**src/sv/rrc_pkg.sv**
```systemverilog
// shared types and constants for the range remap chain
package rrc_pkg;

    localparam int ACTION_W   = 2;
    localparam int STAGE_W    = 3;
    localparam int SLOT_W     = 6;
    localparam int WORD_W     = 32;
    localparam int SPAN_W     = 33;
    localparam int IN_DATA_W  = 144;
    localparam int OUT_DATA_W = 64;

    typedef enum logic [ACTION_W-1:0] {
        ACT_LOAD  = 2'd0,
        ACT_XLATE = 2'd1,
        ACT_CLEAR = 2'd2
    } action_t;

    typedef enum logic [2:0] {
        ST_IDLE,
        ST_SWEEP,
        ST_SCAN,
        ST_DRAIN,
        ST_FINISH
    } state_t;

    typedef struct packed {
        logic load;
        logic sweep_start;
        logic sweep_step;
        logic scan_start;
        logic scan_step;
        logic stage_next;
        logic finish;
    } cmd_t;

    typedef struct packed {
        logic addr_last;
        logic addr_zero;
        logic slot_last;
        logic pipe_busy;
        logic out_hold;
    } stat_t;

endpackage

```
**src/sv/rrc_ctrl.sv**
```systemverilog
// controller state machine for the range remap chain
module rrc_ctrl (
    input  logic                         clk,
    input  logic                         rst_n,
    input  logic                         in_valid,
    input  logic [rrc_pkg::ACTION_W-1:0] in_action,
    output logic                         in_ready,
    input  rrc_pkg::stat_t               stat,
    output rrc_pkg::cmd_t                cmd
);
    import rrc_pkg::*;

    state_t state_reg;
    state_t state_next;

    always_ff @(posedge clk or negedge rst_n)
    begin
        if (!rst_n)
        begin
            state_reg <= ST_SWEEP;
        end
        else
        begin
            state_reg <= state_next;
        end
    end

    always_comb
    begin
        state_next = state_reg;
        in_ready   = 1'b0;
        cmd        = '0;
        unique case (state_reg)
            ST_IDLE:
            begin
                in_ready = 1'b1;
                if (in_valid)
                begin
                    unique case (action_t'(in_action))
                        ACT_LOAD:
                        begin
                            cmd.load = 1'b1;
                        end
                        ACT_XLATE:
                        begin
                            cmd.scan_start = 1'b1;
                            state_next     = ST_SCAN;
                        end
                        ACT_CLEAR:
                        begin
                            cmd.sweep_start = 1'b1;
                            state_next      = ST_SWEEP;
                        end
                        default:
                        begin
                        end
                    endcase
                end
            end
            ST_SWEEP:
            begin
                cmd.sweep_step = 1'b1;
                if (stat.addr_last)
                begin
                    state_next = ST_IDLE;
                end
            end
            ST_SCAN:
            begin
                cmd.scan_step = 1'b1;
                if (stat.slot_last)
                begin
                    state_next = ST_DRAIN;
                end
            end
            ST_DRAIN:
            begin
                if (!stat.pipe_busy)
                begin
                    cmd.stage_next = 1'b1;
                    state_next     = stat.addr_zero ? ST_FINISH : ST_SCAN;
                end
            end
            ST_FINISH:
            begin
                if (!stat.out_hold)
                begin
                    cmd.finish = 1'b1;
                    state_next = ST_IDLE;
                end
            end
            default:
            begin
                state_next = ST_IDLE;
            end
        endcase
    end

endmodule

```
**config.mk**
```make
export PLATFORM = sky130hd
export DESIGN_NAME = rrc_ctrl
export DESIGN_NICKNAME = d
export VERILOG_FILES = /design/src/sv/rrc_pkg.sv /design/src/sv/rrc_ctrl.sv
export SDC_FILE = /design/constraint.sdc
export NUM_CORES = 1
export LEC_CHECK = 0
export BUFFER_PORTS_ARGS = -buffer_cell sky130_fd_sc_hd__buf_2
export CAP_MARGIN = 30
export CORE_AREA = 2 2 39 41
export DETAILED_ROUTE_END_ITERATION = 10
export DIE_AREA = 0 0 41 43
export HOLD_SLACK_MARGIN = 0.06
export MAX_ROUTING_LAYER = met4
export PLACE_DENSITY = 0.43
export SYNTH_ARGS = -nofsm -noshare
export SYNTH_HDL_FRONTEND = slang
export SYNTH_SLANG_ARGS = --single-unit
```
**constraint.sdc**
```tcl
create_clock -name clk -period 1.55 [get_ports clk]
set_clock_uncertainty 0.2 [all_clocks]
set_input_delay 0.31 -clock clk [delete_from_list [all_inputs] [get_ports clk]]
set_output_delay 0.31 -clock clk [all_outputs]
set_load 0.02 [all_outputs]
```
==> After elaboration in Yosys (flattened, before gate mapping) <==
Index checks and enable logic that the tools add are counted.
{ "word_totals": {"out_inout_bits": 8, "register_bits": 3, "in_bits": 10, "wordCells": 38} }
{ "op_classes": {"eq_ne": 12, "n_reduce_logical": 3, "muxes": 22} }
{ "op_table": {"columns": ["cell", "n"], "rows": [
  ["$mux 3", 6],
  ["$pmux 3 s5", 1],
  ["$mux 1", 12],
  ["$ne 2x2->1 const B", 5],
  ["$eq 3x2->1 const B", 2],
  ["$pmux 3 s2", 1],
  ["$reduce_and 6->1", 1],
  ["$mux 2", 2],
  ["$eq 3x1->1 const B", 1],
  ["$eq 3x3->1 const B", 1],
  ["$logic_not 3->1", 1],
  ["$ne 3x1->1 const B", 1],
  ["$eq 2x1->1 const B", 1],
  ["$eq 2x2->1 const B", 1],
  ["$logic_not 2->1", 1]
]} }

==> Depth between registers and ports, before layout <==
{ "logic_depth": {"ltp_word": 4, "ltp_mapped": 6, "mapped_depth_nobuf": 6} }

==> Worst setup path before layout <==
No wires, ideal clock.
{ "synth_path": {"kind": "flip-flop to output port", "startpoint": "register state_reg[0]", "endpoint": "output cmd[3] (netlist bit)", "required_time_ps": 1040, "stages_incl_launch_ff": 4, "t_arrival_ps": 1482, "slack_ps": -442, "n_path_buf": 1, "path_cell_list": "dfstp_2 -> clkbuf_1 -> nor3_1 -> and3_1"} }
{ "synth_lines": {"columns": ["element", "line", "source"], "rows": [
  ["start: declaration", "rrc_ctrl.sv:13", "state_t state_reg;"],
  ["start signal: assignment", "rrc_ctrl.sv:24", "state_reg <= state_next;"],
  ["end: declaration", "rrc_ctrl.sv:9", "output rrc_pkg::cmd_t cmd"]
]} }

==> impl_metrics.ini <==
[floorplan]
die_area_um2 = 1760
rows = 14
io_pins = 18
die_x_um = 41
coreArea_um2 = 1380
start_util_pct = 20.7
dieHeight_um = 43

[layout]
multi_input_area_um2 = 282
largest_reg_flops = 3
area_delta_synth_final_pct = 138
final_cell_mix = buf_4, buf_2, buf_6
antenna_cells = 0
layout_commonest_cell = buf_4
drive_above_1_share_pct = 70.8
fin_area_um2 = 682
nFillCells = 132
num-nets-final = 86
regArea_um2 = 78.8
utilization_pct = 49.3

[global_routing]
grt_max_degree = 7
grt_pass1_vias = 419
antenna_found_initial = 0
gr-total-overflow = 0
grt_usage_pct = 14.1
grt_pass1_wl_mm = 1.63

[placement]
dpl.hpwl_um = 653
gp_congestion = 0.706
postPlaceCellArea_um2 = 470
io_buffers = 17

[logic_synthesis]
ys_ff_latch = 3
syn_inst = 38
ys_seq_area_share_pct = 26.6
postSynthAreaPerCell_um2 = 7.54
synth_warnings = 0
synth_cell_types = 20
netlist_area_um2 = 287
syn_nets = 51

[sta]
period_minus_slack_ps = 1740
drv_slew = 0
rsz0062_at_grt = yes
hold_viol_final = 0
period_share_pct = 113
tightest_slew_ps = 261
relSlewSlack_pct = 82.4
setup_viol = 9
timing.hold.ws_ps = 159
finalWorstSetupSlack_ps = -195
max_freq_mhz = 573

[clock_network]
ctsHtreeMaxLevel = 1
cts_root_buf = clkbuf_4
cts_made_buffers = 3
clock_latency_ps = 230
cts_tree = built
clock_sinks = 3
clkSlewWorstSetupHoldPaths_ps = 40
clk_path_buf_depth = 2

[routing]
antenna_left = 0
drt_wl_total_mm = 1.07
drt_iter0_drc = 8
via_per_inst = 4.61
first_pass_iters = 4
wl_per_cell_um = 12.2
dr_total_vias = 406
drcViolationCount = 0

[run_status]
status = finished, violations left
violations = negative setup slack

[critical_path]
critPathLaunch = state_reg[0]
end_kind = output pin
required_ps = 1040
cp_max_fo = 4
r2r-start = state_reg[0]
critical_path_class = reg2out
worstPathArrival_ps = 1230
r2r_slack_ps = -10
startpoint_type = register
r2r_end = state_reg[1]
rr_worst_depth = 5

[pwr]
vdd_drop_max_v = 0.000566
p_per_area_nw_per_um2 = 1590
power_mw = 1.08
leakagePower_nw = 0.321

[min_path]
hp-class = in2reg
min_from = stat[3]
min_to = state_reg[2]
hold-path-cell-count = 2

[run]
cap_violations = 0
[routing by layer]
metal | vias to the layer above | global-route usage (%) | routed length [µm]
met5 | - | - | 0
met4 | 0 | 10.0 | 0
met3 | 0 | 1.57 | 28
met2 | 10 | 22.8 | 625
met1 | 196 | 14.8 | 420
li1 | 200 | - | -
[cell families (layout without fill, tap and decap cells)]
group	after synthesis	after routing	synth area share (%)
compound gates	7	7	17.0
fa+ha+maj	3	3	13.1
buf+inv	5	39	7.86
flops	3	3	26.6
simple gates	20	20	35.4
[timing repair]
item,in CTS,in global routing
buffers inserted,4,2
hold buffers,1,0
hold endpoints to repair,3,0
resized for setup,22,11
pin swaps,7,6
setup endpoints to repair,8,10
[Yosys cell counts (all sizes together)]
library cell,count,share of area [%]
nor2b,1,2.2
nor2,5,6.6
dfstp,1,9.2
a22oi,1,2.6
nand3b,1,2.6
nor3,2,3.5
nand2b,3,6.6
a21oi,2,3.5
ha,3,13
inv,3,3.9
buf,1,2.6
o21ai,1,1.7
o22ai,1,2.2
and3,3,6.6
nand2,3,3.9
clkbuf,1,1.3
a32o,1,3.5
a311o,1,3.5
dfrtp,2,17
nand3,2,3.5
[worst max-delay path, stage by stage (launching register included)]
cell and delay, ps:
dfstp_2 640, nor3_4 80, and3_4 160, buf_6 120
[power by group]
group,internal [mW],total [mW],switching [mW]
registers,0.121,0.191,0.0699
clock network,0.0965,0.137,0.0405
logic,0.416,0.754,0.339
[stage by stage]
stage / instances / TNS, ps / setup WS [ps]
after floorplan: 38 / -184 / -77.4
final: 88 / -1230 / -195
after detailed placement: 78 / -58.6 / -58.6
after CTS: 87 / -1280 / -187
after global routing: 88 / -1650 / -235
after global placement: 78 / -33.3 / -33.3
[worst max path at each step]
stage	end	slack, ps	cells past startpoint
6_report	cmd[3]	-190	3
4_1_cts	cmd[3]	-190	3
2_1_floorplan	cmd[3]	-80	3
3_3_place_gp	state_reg[0]	-30	7
3_5_place_dp	state_reg[0]	-60	7
5_1_grt	cmd[6]	-240	3
[cell type report]
cell class / instances / area share [%]
multi-input cells: 30 / 41.3
repair buffers: 32 / 38.7
flip-flops and latches: 3 / 11.6
clock buffers: 4 / 3.85
well taps: 16 / 2.94
inverters: 3 / 1.65
(Power assumes the default switching activity.)
